==> config.mk <==
export PLATFORM = sky130hd
export DESIGN_NAME = ble_csa2_channel_select_unit
export DESIGN_NICKNAME = d
export VERILOG_FILES = /design/src/rtl/core/csa2_pkg.sv /design/src/rtl/core/csa2_ctrl.sv /design/src/rtl/core/csa2_dp.sv /design/src/rtl/core/ble_csa2_channel_select_unit.sv
export SDC_FILE = /design/constraint.sdc
export NUM_CORES = 1
export LEC_CHECK = 0
export BUFFER_PORTS_ARGS = -buffer_cell sky130_fd_sc_hd__buf_2
export CAP_MARGIN = 40
export CORE_MARGIN = 5
export CORE_UTILIZATION = 56
export DETAILED_ROUTE_END_ITERATION = 6
export PLACE_DENSITY = 0.74
export SLEW_MARGIN = 20
export SYNTH_ARGS = -nofsm -noshare
export SYNTH_HDL_FRONTEND = slang
export SYNTH_SLANG_ARGS = --single-unit
==> constraint.sdc <==
create_clock -name i_clk -period 9.5 [get_ports i_clk]
set_input_delay 0.95 -clock i_clk [delete_from_list [all_inputs] [get_ports i_clk]]
set_output_delay 0.95 -clock i_clk [all_outputs]
set_load 0.02 [all_outputs]
==> src/rtl/core/csa2_pkg.sv <==
// shared constants, types and request codes for the csa#2 channel select unit
// no dependencies; used by csa2_ctrl, csa2_dp and the top level
`timescale 1ns / 1ps

package csa2_pkg;

    // number of data channels scanned and used as the plain modulus (37 to 40)
    localparam int NUM_CHANNELS = 37;

    localparam int MAP_W     = 37;
    localparam int MAP_EXT_W = MAP_W + NUM_CHANNELS;
    localparam int CHAN_W    = 6;
    localparam int SCAN_W    = $clog2(NUM_CHANNELS);
    localparam int CNT_W     = 6;
    localparam int ID_W      = 16;
    localparam int PRN_W     = 16;
    localparam int TYPE_W    = 2;
    localparam int DVD_W     = 16;
    localparam int DCNT_W    = $clog2(DVD_W);

    // reciprocal for the event modulus; exact for 16-bit dividends and moduli from 33 to 64
    localparam int          RECIP_SH = 22;
    localparam int          QUOT_W   = 11;
    localparam logic [16:0] RECIP_M  =
        17'(((1 << RECIP_SH) + NUM_CHANNELS - 1) / NUM_CHANNELS);

    // request kinds
    localparam logic [TYPE_W-1:0] REQ_EVENT = 2'd0;
    localparam logic [TYPE_W-1:0] REQ_FIRST = 2'd1;
    localparam logic [TYPE_W-1:0] REQ_NEXT  = 2'd2;

    // register indexes on the configuration port
    localparam int ADDR_W = 5;
    localparam logic [1:0] REG_MAP   = 2'd0;
    localparam logic [1:0] REG_COUNT = 2'd1;
    localparam logic [1:0] REG_ID    = 2'd2;

    typedef struct packed {
        logic load;
        logic round;
        logic prep;
        logic div_step;
        logic setup;
        logic scan_step;
        logic commit;
    } t_dp_cmd;

    typedef struct packed {
        logic is_next;
        logic div_last;
        logic scan_last;
        logic out_free;
    } t_dp_stat;

endpackage

==> src/rtl/core/csa2_ctrl.sv <==
// sequencer for the csa#2 channel select unit
// depends on csa2_pkg; drives the command struct of csa2_dp
`timescale 1ns / 1ps

module csa2_ctrl (
    input  logic              i_clk,
    input  logic              i_rst_n,
    input  logic              i_s_tvalid,
    output logic              o_s_tready,
    input  csa2_pkg::t_dp_stat i_stat,
    output csa2_pkg::t_dp_cmd  o_cmd
);

    localparam logic [2:0] S_IDLE  = 3'd0;
    localparam logic [2:0] S_ROUND = 3'd1;
    localparam logic [2:0] S_PREP  = 3'd2;
    localparam logic [2:0] S_DIV   = 3'd3;
    localparam logic [2:0] S_SETUP = 3'd4;
    localparam logic [2:0] S_SCAN  = 3'd5;
    localparam logic [2:0] S_FIN   = 3'd6;

    logic [2:0] r_state, n_state;
    logic [1:0] r_rnd, n_rnd;
    logic [1:0] rnd_last;

    // next subevent needs one round, events three
    assign rnd_last = i_stat.is_next ? 2'd0 : 2'd2;

    always_comb begin
        n_state    = r_state;
        n_rnd      = r_rnd;
        o_cmd      = '0;
        o_s_tready = 1'b0;
        unique case (r_state)
            S_IDLE: begin
                o_s_tready = 1'b1;
                if (i_s_tvalid) begin
                    o_cmd.load = 1'b1;
                    n_rnd      = 2'd0;
                    n_state    = S_ROUND;
                end
            end
            S_ROUND: begin
                o_cmd.round = 1'b1;
                if (r_rnd == rnd_last) begin
                    n_state = S_PREP;
                end else begin
                    n_rnd = r_rnd + 2'd1;
                end
            end
            S_PREP: begin
                o_cmd.prep = 1'b1;
                n_state    = S_DIV;
            end
            S_DIV: begin
                o_cmd.div_step = 1'b1;
                if (i_stat.div_last) begin
                    n_state = S_SETUP;
                end
            end
            S_SETUP: begin
                o_cmd.setup = 1'b1;
                n_state     = S_SCAN;
            end
            S_SCAN: begin
                o_cmd.scan_step = 1'b1;
                if (i_stat.scan_last) begin
                    n_state = S_FIN;
                end
            end
            S_FIN: begin
                if (i_stat.out_free) begin
                    o_cmd.commit = 1'b1;
                    n_state      = S_IDLE;
                end
            end
            default: begin
                n_state = S_IDLE;
            end
        endcase
    end

    always_ff @(posedge i_clk) begin
        if (!i_rst_n) begin
            r_state <= S_IDLE;
            r_rnd   <= 2'd0;
        end else begin
            r_state <= n_state;
            r_rnd   <= n_rnd;
        end
    end

endmodule

==> src/rtl/core/csa2_dp.sv <==
// datapath for the csa#2 channel select unit: prn rounds, modulus units,
// used-channel scan, kept iso state and output register; depends on csa2_pkg
`timescale 1ns / 1ps

module csa2_dp (
    input  logic                           i_clk,
    input  logic                           i_rst_n,
    input  csa2_pkg::t_dp_cmd               i_cmd,
    output csa2_pkg::t_dp_stat              o_stat,
    input  logic [csa2_pkg::TYPE_W-1:0]     i_req_type,
    input  logic [15:0]                    i_evt_count,
    input  logic [csa2_pkg::MAP_W-1:0]      i_channel_map,
    input  logic [csa2_pkg::CNT_W-1:0]      i_used_count,
    input  logic [csa2_pkg::ID_W-1:0]       i_chan_id,
    output logic                           o_m_valid,
    input  logic                           i_m_ready,
    output logic [csa2_pkg::CHAN_W-1:0]     o_channel,
    output logic [csa2_pkg::CHAN_W-1:0]     o_used_index
);

    // bit reversal inside each byte
    function automatic logic [15:0] rev_bytes(input logic [15:0] x);
        logic [15:0] p;
        for (int j = 0; j < 8; j++) begin
            p[j]     = x[7-j];
            p[8+j]   = x[15-j];
        end
        return p;
    endfunction

    // one prn round: reverse, times 17, plus identifier
    function automatic logic [15:0] prn_round(input logic [15:0] x, input logic [15:0] id);
        logic [15:0] p;
        p = rev_bytes(x);
        return p + {p[11:0], 4'b0000} + id;
    endfunction

    // subevent spacing from the used-channel count
    function automatic logic [3:0] spacing(input logic [5:0] n);
        logic [5:0] x;
        logic [5:0] y;
        logic [3:0] a;
        logic [3:0] b;
        logic [3:0] m;
        x = (n > 6'd5) ? n - 6'd5 : 6'd0;
        y = (n > 6'd10) ? (n - 6'd10) >> 1 : 6'd0;
        a = (x < 6'd3) ? x[3:0] : 4'd3;
        b = (y < 6'd11) ? y[3:0] : 4'd11;
        m = (a > b) ? a : b;
        return (m > 4'd1) ? m : 4'd1;
    endfunction

    // working registers
    logic [csa2_pkg::TYPE_W-1:0] r_type;
    logic [csa2_pkg::PRN_W-1:0]  r_x;
    logic [csa2_pkg::CHAN_W-1:0] r_nfresh;
    logic [csa2_pkg::CHAN_W-1:0] r_ch0;
    logic                        r_fresh;
    logic [csa2_pkg::CHAN_W-1:0] r_target;
    // divider
    logic [csa2_pkg::DVD_W-1:0]  r_dvd;
    logic [csa2_pkg::CHAN_W-1:0] r_rem;
    logic [csa2_pkg::CHAN_W-1:0] r_dvs;
    logic                        r_dvs_zero;
    logic [csa2_pkg::DCNT_W-1:0] r_dcnt;
    logic [csa2_pkg::QUOT_W-1:0] r_quot;
    // scan
    logic [csa2_pkg::SCAN_W-1:0] r_scan_i;
    logic [csa2_pkg::CHAN_W-1:0] r_scan_cnt;
    logic                        r_found;
    logic [csa2_pkg::SCAN_W-1:0] r_found_ch;
    logic [csa2_pkg::CHAN_W-1:0] r_below;
    // kept iso state
    logic [csa2_pkg::PRN_W-1:0]  r_prn_lu;
    logic [csa2_pkg::CHAN_W-1:0] r_stored_remap;
    // output register
    logic                        r_m_valid;
    logic [csa2_pkg::CHAN_W-1:0] r_m_ch;
    logic [csa2_pkg::CHAN_W-1:0] r_m_remap;

    logic                          is_next;
    logic                          is_first;
    logic [csa2_pkg::MAP_EXT_W-1:0] map_ext;
    logic [csa2_pkg::NUM_CHANNELS-1:0] used_vec;
    logic [csa2_pkg::PRN_W-1:0]    e_val;
    logic [21:0]                   prod_ne;
    logic [3:0]                    d_val;
    logic [6:0]                    n_plus;
    logic [6:0]                    d_twice;
    logic [6:0]                    x_val;
    logic [22:0]                   prod_sx;
    logic [7:0]                    sum_val;
    logic [32:0]                   prod_q;
    logic [15:0]                   quot_mul;
    logic [15:0]                   ev_rem;
    logic [6:0]                    div_t;
    logic [csa2_pkg::CHAN_W-1:0]   div_res;
    logic                          scan_used;
    logic [csa2_pkg::CHAN_W-1:0]   hit_ch;
    logic [csa2_pkg::CHAN_W-1:0]   fin_ch;
    logic [csa2_pkg::CHAN_W-1:0]   fin_idx;

    assign is_next  = (r_type == csa2_pkg::REQ_NEXT);
    assign is_first = (r_type == csa2_pkg::REQ_FIRST);

    // channels at or above the map width never count as used
    assign map_ext  = {{csa2_pkg::NUM_CHANNELS{1'b0}}, i_channel_map};
    assign used_vec = map_ext[csa2_pkg::NUM_CHANNELS-1:0];

    // prep arithmetic, one multiply each way
    assign e_val   = r_x ^ i_chan_id;
    assign prod_ne = i_used_count * e_val;
    assign d_val   = spacing(i_used_count);
    assign n_plus  = {1'b0, i_used_count} + 7'd1;
    assign d_twice = {2'b00, d_val, 1'b0};
    assign x_val   = (n_plus > d_twice) ? n_plus - d_twice : 7'd0;
    assign prod_sx = e_val * x_val;
    assign sum_val = {1'b0, prod_sx[22:16]} + {4'b0000, d_val} + {2'b00, r_stored_remap};

    // event modulus: quotient by reciprocal in prep, remainder in the divide step that follows
    assign prod_q   = e_val * csa2_pkg::RECIP_M;
    assign quot_mul = 16'(r_quot * csa2_pkg::NUM_CHANNELS);
    assign ev_rem   = r_dvd - quot_mul;

    // restoring divider step, subevent index modulo the count
    assign div_t   = {r_rem, r_dvd[csa2_pkg::DVD_W-1]};
    assign div_res = r_dvs_zero ? '0 : r_rem;

    assign scan_used = used_vec[r_scan_i];
    assign hit_ch    = r_found ? csa2_pkg::CHAN_W'(r_found_ch) : '0;

    always_comb begin
        if (is_next || r_fresh) begin
            fin_ch  = hit_ch;
            fin_idx = r_target;
        end else begin
            fin_ch  = r_ch0;
            fin_idx = r_below;
        end
    end

    always_ff @(posedge i_clk) begin
        if (i_cmd.load) begin
            r_type <= i_req_type;
            r_x    <= (i_req_type == csa2_pkg::REQ_NEXT) ? r_prn_lu
                                                         : (i_evt_count ^ i_chan_id);
        end
        if (i_cmd.round) begin
            r_x <= prn_round(r_x, i_chan_id);
        end
        if (i_cmd.prep) begin
            r_rem    <= '0;
            r_nfresh <= prod_ne[21:16];
            if (is_next) begin
                r_dcnt     <= csa2_pkg::DCNT_W'(csa2_pkg::DVD_W - 1);
                r_dvd      <= {8'h00, sum_val};
                r_dvs      <= i_used_count;
                r_dvs_zero <= (i_used_count == '0);
            end else begin
                // events need a single remainder step
                r_dcnt     <= '0;
                r_dvd      <= e_val;
                r_quot     <= prod_q[csa2_pkg::RECIP_SH +: csa2_pkg::QUOT_W];
                r_dvs_zero <= 1'b0;
            end
        end
        if (i_cmd.div_step) begin
            r_dcnt <= r_dcnt - 1'b1;
            if (is_next) begin
                r_dvd <= {r_dvd[csa2_pkg::DVD_W-2:0], 1'b0};
                if (div_t >= {1'b0, r_dvs}) begin
                    r_rem <= csa2_pkg::CHAN_W'(div_t - {1'b0, r_dvs});
                end else begin
                    r_rem <= div_t[csa2_pkg::CHAN_W-1:0];
                end
            end else begin
                r_rem <= ev_rem[csa2_pkg::CHAN_W-1:0];
            end
        end
        if (i_cmd.setup) begin
            r_ch0      <= div_res;
            r_fresh    <= is_next || !used_vec[csa2_pkg::SCAN_W'(div_res)];
            r_target   <= is_next ? div_res : r_nfresh;
            r_scan_i   <= '0;
            r_scan_cnt <= '0;
            r_found    <= 1'b0;
            r_found_ch <= '0;
            r_below    <= '0;
        end
        if (i_cmd.scan_step) begin
            r_scan_i <= r_scan_i + 1'b1;
            if (csa2_pkg::CHAN_W'(r_scan_i) == r_ch0) begin
                r_below <= r_scan_cnt;
            end
            if (scan_used) begin
                r_scan_cnt <= r_scan_cnt + 1'b1;
                if (!r_found && r_scan_cnt == r_target) begin
                    r_found    <= 1'b1;
                    r_found_ch <= r_scan_i;
                end
            end
        end
        if (i_cmd.commit) begin
            r_m_ch    <= fin_ch;
            r_m_remap <= (is_next || is_first) ? fin_idx : '0;
        end
    end

    // kept iso state and output valid
    always_ff @(posedge i_clk) begin
        if (!i_rst_n) begin
            r_prn_lu       <= '0;
            r_stored_remap <= '0;
            r_m_valid      <= 1'b0;
        end else begin
            if (i_cmd.commit && (is_next || is_first)) begin
                r_prn_lu       <= r_x;
                r_stored_remap <= fin_idx;
            end
            if (i_cmd.commit) begin
                r_m_valid <= 1'b1;
            end else if (i_m_ready) begin
                r_m_valid <= 1'b0;
            end
        end
    end

    assign o_stat.is_next   = (r_type == csa2_pkg::REQ_NEXT);
    assign o_stat.div_last  = (r_dcnt == '0);
    assign o_stat.scan_last = (r_scan_i == csa2_pkg::SCAN_W'(csa2_pkg::NUM_CHANNELS - 1));
    assign o_stat.out_free  = !r_m_valid || i_m_ready;

    assign o_m_valid    = r_m_valid;
    assign o_channel    = r_m_ch;
    assign o_used_index = r_m_remap;

    a_commit_free: assert property (@(posedge i_clk) disable iff (!i_rst_n)
        i_cmd.commit |-> (!r_m_valid || i_m_ready))
        else $error("result written over a beat not yet taken");

    a_chan_range: assert property (@(posedge i_clk) disable iff (!i_rst_n)
        r_m_valid |-> (r_m_ch < csa2_pkg::NUM_CHANNELS))
        else $error("selected channel out of range");

    a_remap_mod: assert property (@(posedge i_clk) disable iff (!i_rst_n)
        (i_cmd.commit && is_next && !r_dvs_zero) |-> (r_target < r_dvs))
        else $error("subevent index not reduced below the count");

endmodule

==> src/rtl/core/ble_csa2_channel_select_unit.sv <==
// top level of the csa#2 channel select unit: apb registers, stream ports,
// sequencer csa2_ctrl and datapath csa2_dp; depends on csa2_pkg
// requests are taken one at a time and only while the sequencer is idle; the time per
//   request is set by the one-channel-a-cycle map scan and, on a next subevent, the
//   16-step divider, and a result is handed over only once the output is free
// the input is taken again while a finished result still waits on the output
// reset: synchronous active low; map all ones, count 37, identifier 0, kept prn
//   and index cleared, no result pending
`timescale 1ns / 1ps

module ble_csa2_channel_select_unit (
    input  logic                          i_clk,
    input  logic                          i_rst_n,
    // apb configuration port
    input  logic                          psel,
    input  logic                          penable,
    input  logic                          pwrite,
    input  logic [csa2_pkg::ADDR_W-1:0]    paddr,
    input  logic [63:0]                   pwdata,
    output logic [63:0]                   prdata,
    output logic                          pready,
    // request stream
    input  logic                          s_tvalid,
    output logic                          s_tready,
    input  logic [15:0]                   s_tdata,  // [15:0] evt_count
    input  logic [1:0]                    s_tuser,  // [1:0] req_type
    // result stream
    output logic                          m_tvalid,
    input  logic                          m_tready,
    output logic [15:0]                   m_tdata   // [5:0] channel, [11:6] used_index, zeros above
);

    // configuration registers
    logic [csa2_pkg::MAP_W-1:0]  r_channel_map;
    logic [csa2_pkg::CNT_W-1:0]  r_used_count;
    logic [csa2_pkg::ID_W-1:0]   r_chan_id;

    logic                        cfg_wr;
    logic [1:0]                  reg_idx;

    csa2_pkg::t_dp_cmd           cmd;
    csa2_pkg::t_dp_stat          stat;
    logic [csa2_pkg::CHAN_W-1:0] out_ch;
    logic [csa2_pkg::CHAN_W-1:0] out_remap;

    assign pready  = 1'b1;
    // registers sit on 8-byte steps since the map is wider than 32 bits
    assign reg_idx = paddr[4:3];
    assign cfg_wr  = psel && penable && pwrite && pready;

    always_ff @(posedge i_clk) begin
        if (!i_rst_n) begin
            r_channel_map <= '1;
            r_used_count  <= csa2_pkg::CNT_W'(37);
            r_chan_id     <= '0;
        end else if (cfg_wr) begin
            unique case (reg_idx)
                csa2_pkg::REG_MAP:   r_channel_map <= pwdata[csa2_pkg::MAP_W-1:0];
                csa2_pkg::REG_COUNT: r_used_count  <= pwdata[csa2_pkg::CNT_W-1:0];
                csa2_pkg::REG_ID:    r_chan_id     <= pwdata[csa2_pkg::ID_W-1:0];
                default: begin
                    // writes past the register list are dropped
                end
            endcase
        end
    end

    // read-back mux
    always_comb begin
        unique case (reg_idx)
            csa2_pkg::REG_MAP:   prdata = {{(64 - csa2_pkg::MAP_W){1'b0}}, r_channel_map};
            csa2_pkg::REG_COUNT: prdata = {{(64 - csa2_pkg::CNT_W){1'b0}}, r_used_count};
            csa2_pkg::REG_ID:    prdata = {{(64 - csa2_pkg::ID_W){1'b0}}, r_chan_id};
            default:             prdata = '0;
        endcase
    end

    // sequencer: accept, prn rounds, divide, scan, hand the beat over
    csa2_ctrl u_ctrl (
        .i_clk      (i_clk),
        .i_rst_n    (i_rst_n),
        .i_s_tvalid (s_tvalid),
        .o_s_tready (s_tready),
        .i_stat     (stat),
        .o_cmd      (cmd)
    );

    // datapath holds the kept iso state and the output register
    csa2_dp u_dp (
        .i_clk           (i_clk),
        .i_rst_n         (i_rst_n),
        .i_cmd           (cmd),
        .o_stat          (stat),
        .i_req_type      (s_tuser),
        .i_evt_count     (s_tdata),
        .i_channel_map   (r_channel_map),
        .i_used_count    (r_used_count),
        .i_chan_id       (r_chan_id),
        .o_m_valid       (m_tvalid),
        .i_m_ready       (m_tready),
        .o_channel       (out_ch),
        .o_used_index    (out_remap)
    );

    // result beat packing
    assign m_tdata = {4'b0000, out_remap, out_ch};

endmodule
Word level (Yosys, flattened, before mapping)
Index checks and enable logic that the tools add are counted.
- register bits: 205
- output and inout port bits: 83
- word-level logic and storage cells: 175
- add/sub/neg operators: 14
- multipliers: 4
- $lt $le $gt $ge: 10
- eq/ne operators: 21
- muxes and demuxes: 69
- bitwise logic cells: 3
- reductions and logical operators: 27
- operators by type and width (cell ; number):
    two-way mux 6 bit ; 22
    two-way mux 16 bit ; 7
    case mux 37 bit (3 select lines) ; 1
    adder 16 bit ; 2
    XOR 16 bit ; 2
    multiplier 16 x 13 -> 29 bit (second input constant) ; 1
    two-way mux 4 bit ; 7
    multiplier 16 x 7 -> 23 bit ; 1
    multiplier 6 x 16 -> 22 bit ; 1
    case mux 3 bit (7 select lines) ; 1
    two-way mux 1 bit ; 18
    two-way mux 3 bit ; 5
    < comparator 6 x 7 -> 1 bit (second input constant) ; 2
    adder 6 x 1 -> 6 bit (second input constant) ; 2
    binary-select mux 1 bit (select 6 bit) ; 2
    == test 6 bit ; 2
    subtractor 6 bit ; 2
    multiplier 11 x 6 -> 6 bit (second input constant) ; 1
    != test 2 bit (second input constant) ; 5
    AND reduction 2 bit ; 5
    nonzero test 2 bit ; 5
    == test 3 bit (second input constant) ; 3
    adder 7 x 4 -> 8 bit ; 1
    adder 8 x 6 -> 8 bit ; 1
    other kinds (35) ; 49

Longest topological paths before layout
- depth after elaboration: 17
- gate-level depth with buffers: 55

Cells and area by module
A second synthesis with hierarchy kept.
- cell total of the unflattened synthesis: 2421
- area, all modules: 21927.3 sq um
- modules (own cells, without submodules) (module ; times used ; cells each ; area an instance (sq um) ; seq. area each (sq um)):
    csa2_dp ; 1 ; 2017 ; 18428.9 ; 3503.4
    ble_csa2_channel_select_unit ; 1 ; 362 ; 3158.0 ; 1181.1
    csa2_ctrl ; 1 ; 42 ; 340.3 ; 100.1

Least setup slack after synthesis
Ideal clock, no wire load.
- kind: reg2reg
- start: reg r_used_count[0] (netlist name)
- end: reg u_dp.r_dvd[6] (netlist name)
- arrival time: 10.436 ns
- required time: 9.405 ns
- path slack: -1.031 ns
- stages on the path, launching flop included: 50
- buffers on the path: 3
- cells stage by stage: dfxtp_1 -> clkbuf_1 -> inv_1 -> ha_1 -> nor2b_1 -> xnor2_1 -> or3_1 -> a21oi_1 -> nand2_1 -> a22oi_1 -> o2bb2ai_1 -> ha_1 -> nor2b_1 -> o21ai_0 -> nand2b_1 -> a21oi_1 -> a41o_1 -> mux2_2 -> (+14 left out) -> ha_1 -> a21o_1 -> a21oi_1 -> o21ai_0 -> a21oi_1 -> o22ai_1 -> nor2_1 -> xor2_1 -> fa_1 -> inv_1 -> ha_1 -> a21o_1 -> a21oi_1 -> o21bai_1 -> a21oi_1 -> xnor2_1 -> a21oi_1 -> a221oi_1
- longest elaborated chain between the ends: 17
- elaborated cells between the ends (all ways): 25
- those cells by class: add/sub: 6; mul: 1; order compare: 7; mux: 11
- ends and longest elaborated chain (element ; RTL line ; source):
    start: declaration ; ble_csa2_channel_select_unit.sv:35 ; logic [csa2_pkg::CNT_W-1:0] r_used_count;
    start signal: assignment ; ble_csa2_channel_select_unit.sv:54 ; r_used_count <= csa2_pkg::CNT_W'(37);
    start signal: assignment ; ble_csa2_channel_select_unit.sv:59 ; csa2_pkg::REG_COUNT: r_used_count <= pwdata[csa2_pkg::CNT_W-1:0];
    subtractor 6 x 3 -> 6 bit (tied with other cells) ; csa2_dp.sv:45 ; x = (n > 6'd5) ? n - 6'd5 : 6'd0;
    two-way mux 6 bit / two-way mux 5 bit (equally long branches) ; csa2_dp.sv:45, csa2_dp.sv:46 ;
    < comparator 6 x 2 -> 1 bit / < comparator 6 x 4 -> 1 bit (equally long branches) ; csa2_dp.sv:47, csa2_dp.sv:48 ;
    two-way mux 4 bit (on tied branches) ; csa2_dp.sv:47, csa2_dp.sv:48 ;
    greater-than comparator 4 bit ; csa2_dp.sv:49 ; m = (a > b) ? a : b;
    two-way mux 4 bit ; csa2_dp.sv:49 ;
    greater-than comparator 4 x 1 -> 1 bit ; csa2_dp.sv:50 ; return (m > 4'd1) ? m : 4'd1;
    two-way mux 4 bit ; csa2_dp.sv:50 ;
    subtractor 7 x 5 -> 7 bit / greater-than comparator 7 x 5 -> 1 bit (equally long branches) ; csa2_dp.sv:116 ; assign x_val = (n_plus > d_twice) ? n_plus - d_twice : 7'd0;
    two-way mux 7 bit ; csa2_dp.sv:116 ;
    multiplier 16 x 7 -> 23 bit ; csa2_dp.sv:117 ; assign prod_sx = e_val * x_val;
    adder 7 x 4 -> 8 bit (*) ; csa2_dp.sv:118 ; assign sum_val = {1'b0, prod_sx[22:16]} + {4'b0000, d_val} + {2'b00, r_stored_remap};
    adder 8 x 6 -> 8 bit (*) ; csa2_dp.sv:118 ;
    two-way mux 16 bit (*) ; csa2_dp.sv:154 ; if (is_next) begin
    two-way mux 16 bit (*) ; csa2_dp.sv:151 ; if (i_cmd.prep) begin
    two-way mux 16 bit ; csa2_dp.sv:169 ; if (is_next) begin
    two-way mux 16 bit (*) ; csa2_dp.sv:167 ; if (i_cmd.div_step) begin
    end signal: assignment ; csa2_dp.sv:156 ; r_dvd <= {8'h00, sum_val};
    end signal: assignment ; csa2_dp.sv:162 ; r_dvd <= e_val;
    end signal: assignment ; csa2_dp.sv:170 ; r_dvd <= {r_dvd[csa2_pkg::DVD_W-2:0], 1'b0};
    end: declaration ; csa2_dp.sv:61 ; logic [csa2_pkg::DVD_W-1:0] r_dvd;
Every way passes the cells marked *; elsewhere a longest branch is shown, timed or not.
A chain may end at the register's enable or synchronous reset.

Worst setup path in the final report
- start: reg r_used_count[1] (netlist name)
- end: reg u_dp.r_dvd[6] (netlist name)
Same word-level chain as after synthesis.

==> impl_metrics.json <==
{
  "num_rows": 71,
  "synth_area_leaders": "fa_1, ha_1, dfxtp_1",
  "holdPathStages": 2,
  "ios": 177,
  "h-tree-depth": 4,
  "dpl_cell_area_sq_mm": 0.0228,
  "setup.worst_path.end": "u_dp.r_dvd[6]$_DFF_P_",
  "fin_hold_ws_ps": 455,
  "fin_crit_ps": 10000,
  "vias": 17200,
  "root_buffer": "clkbuf_16",
  "vias_per_cell": 5.64,
  "synthToLayoutAreaGrowth_pct": 15.0,
  "ant_nets": 0,
  "min_period_over_period_pct": 105,
  "n_fill_cell": 3025,
  "cp.arrival_ps": 10350,
  "synth_seq_cells": 200,
  "r2r_start": "r_used_count[1]$_SDFFE_PN0P_",
  "start_kind": "flip-flop",
  "setup_slack_ps": -498,
  "drc_errors": 0,
  "grt_pass1_wl_microns": 91700,
  "critical_path_class": "flip-flop to flip-flop",
  "seq_area_sq_mm": 0.00479,
  "synthesis.area_sq_mm": 0.0210,
  "grt_max_degree": 88,
  "post_synth_num_cell_types": 69,
  "max_freq_mhz": 100,
  "die_area_sq_mm": 0.0415,
  "yosysMostFrequentCell": "nand2_1",
  "hold_class": "flip-flop to flip-flop",
  "slew-limit-headroom_pct": 41.0,
  "violations": "setup timing",
  "ctsHoldBuffers": 0,
  "wire_per_inst_microns": 18.7,
  "io_buffers": 114,
  "core-area_sq_mm": 0.0374,
  "reg2reg_slack_ps": -500,
  "end_kind": "flip-flop",
  "cap_violations": 0,
  "ys_warn_count": 0,
  "max_stage_delay_ps": 610,
  "die_x_microns": 204,
  "regToRegEndpoint": "u_dp.r_dvd[6]$_DFF_P_",
  "grt_overflow": 0,
  "first_iter_violations": 1274,
  "cp.required_ps": 9850,
  "yosysTopAreaCell": "fa_1",
  "critPathLaunch": "r_used_count[1]$_SDFFE_PN0P_",
  "fin_area_sq_mm": 0.0242,
  "initial_core_util_pct": 56.2,
  "drt-total-wl_microns": 57000,
  "crit_fanout": 6,
  "grt_usage_pct": 27.5,
  "cts_tree": "yes",
  "drive_above_1_share_pct": 17.7,
  "path_common_cell": "fa_1",
  "fin_nets": 3052,
  "clock_latency_ps": 450,
  "async_flop_share_pct": 0,
  "cts.sinks": 200,
  "synthFlopType": "dfxtp_1",
  "synth_commonest_cells": "nand2_1, inv_1, fa_1",
  "fin_util_pct": 64.7,
  "syn_inst": 2345,
  "rsz0062_at_grt": "yes",
  "multi_input_area_sq_mm": 0.0151,
  "yosys.area.top_type_share_pct": 21.8,
  "rr_worst_depth": 49,
  "setup_violations": 6,
  "slew_viol_final": 0,
  "die_h_microns": 204,
  "syn_avg_cell_area_sq_um": 8.97,
  "fin_skew_ps": 15.9,
  "status": "finished, violations left",
  "numCtsBuffers": 17,
  "firstDrtPassIters": 6,
  "dp_hpwl_microns": 42800,
  "gp_congestion": 0.894,
  "clkTransAtPathRegs_ps": 70,
  "grt_pass1_vias": 17700,
  "cp_slowest_cell": "fa_1",
  "hold_viol": 0,
  "worstMarginPinSlew_ps": 885,
  "synth_edf_count": 78,
  "ys_seq_area_share_pct": 22.8,
  "antenna_found_initial": 2,
  "cts_buffer_depth": 2
}
## layer usage
| layer | vias up | wire length (microns) | global-route usage (%) | part of all wire, % |
|---|---|---|---|---|
| li1 | 7949 | - | - | - |
| met5 | - | 13 | 0 | 0.023 |
| met1 | 8436 | 22900 | 35.1 | 40 |
| met2 | 669 | 28400 | 48.0 | 50 |
| met3 | 149 | 3710 | 3.45 | 6.5 |
| met4 | 2 | 2060 | 10.2 | 3.6 |
## placed cells by master (no fill, tap or decap), types with 47 or more instances in the layout
cell	instances
dfxtp_1	119
ha_1	188
edfxtp_1	78
inv_1	315
fa_1	226
a21oi_1	47
buf_4	130
o21ai_0	85
nor2_1	144
buf_2	114
nand2_1	347
xnor2_1	65
nand3_1	72
## through the flow
step / TNS, ps / worst slack, ps / instances
2_1_floorplan: -580 / -245 / 2377
3_3_place_gp: -1220 / -339 / 2977
3_5_place_dp: -2630 / -648 / 2982
4_1_cts: -1410 / -397 / 3029
5_1_grt: -4540 / -921 / 3049
6_report: -2120 / -498 / 3050
## worst max-delay path, delay by kind of cell, from the launching register on
kind / cells / cell delay (ps)
adders and majority gates: 11 / 4160
AOI/OAI and AO/OA: 18 / 2950
and+or+nand+nor: 11 / 1520
buffers and inverters: 6 / 490
xor gates and xnor gates: 3 / 420
DFF: 1 / 350
## cell type report
class                           count  share of cell area (%)
Timing Repair Buffer              260                    7.28
Clock inverter                     12                   0.760
Tap cell                          511                    2.64
Clock buffer                       20                    1.89
Inverter                          336                    5.23
Sequential cell                   200                    19.8
Antenna cell                        1                  0.0103
Multi-Input combinational cell   1710                    62.4
## worst min-delay path by stage
stage	startpoint	end
2_1_floorplan	r_used_count[4]$_SDFFE_PN0P_	u_dp.r_dvs[4]$_DFFE_PP_
3_3_place_gp	u_dp.r_found_ch[3]$_DFF_P_	u_dp.r_found_ch[3]$_DFF_P_
3_5_place_dp	u_dp.r_found_ch[5]$_DFF_P_	u_dp.r_found_ch[5]$_DFF_P_
4_1_cts	u_dp.r_found_ch[1]$_DFF_P_	u_dp.r_found_ch[1]$_DFF_P_
5_1_grt	u_dp.r_found_ch[0]$_DFF_P_	u_dp.r_found_ch[0]$_DFF_P_
6_report	u_dp.r_found_ch[1]$_DFF_P_	u_dp.r_found_ch[1]$_DFF_P_
## sequential cells by signal (all words and copies together), names as in the netlist, 16 cells and up
name and flops:
u_dp.r_prn_lu 16, u_dp.r_dvd 16, r_channel_map 37, u_dp.r_x 16, r_chan_id 16
## kinds of logic (layout without fill, tap and decap cells)
| logic type | Yosys count | after routing | synth area share [%] |
|---|---|---|---|
| xor gates and xnor gates | 113 | 113 | 4.74 |
| DFF | 200 | 200 | 22.8 |
| other | 2 | 35 | 0.0357 |
| muxes | 59 | 59 | 3.89 |
| buffers and inverters | 468 | 628 | 9.01 |
| and+or+nand+nor | 738 | 739 | 15.4 |
| AOI/OAI and AO/OA | 332 | 332 | 10.3 |
| adders and majority gates | 433 | 433 | 33.9 |
## what timing repair did
| item | 4_1_cts | 5_1_grt |
|---|---|---|
| gates resized for setup | 44 | 55 |
| cloned | 1 | 1 |
| endpoints found under the setup margin | 6 | 7 |
| setup buffers | 15 | 15 |
| pin swaps | 72 | 60 |
Power is not shown: default switching activity piles up to over one toggle a cycle in this logic, so the estimate is an artifact.
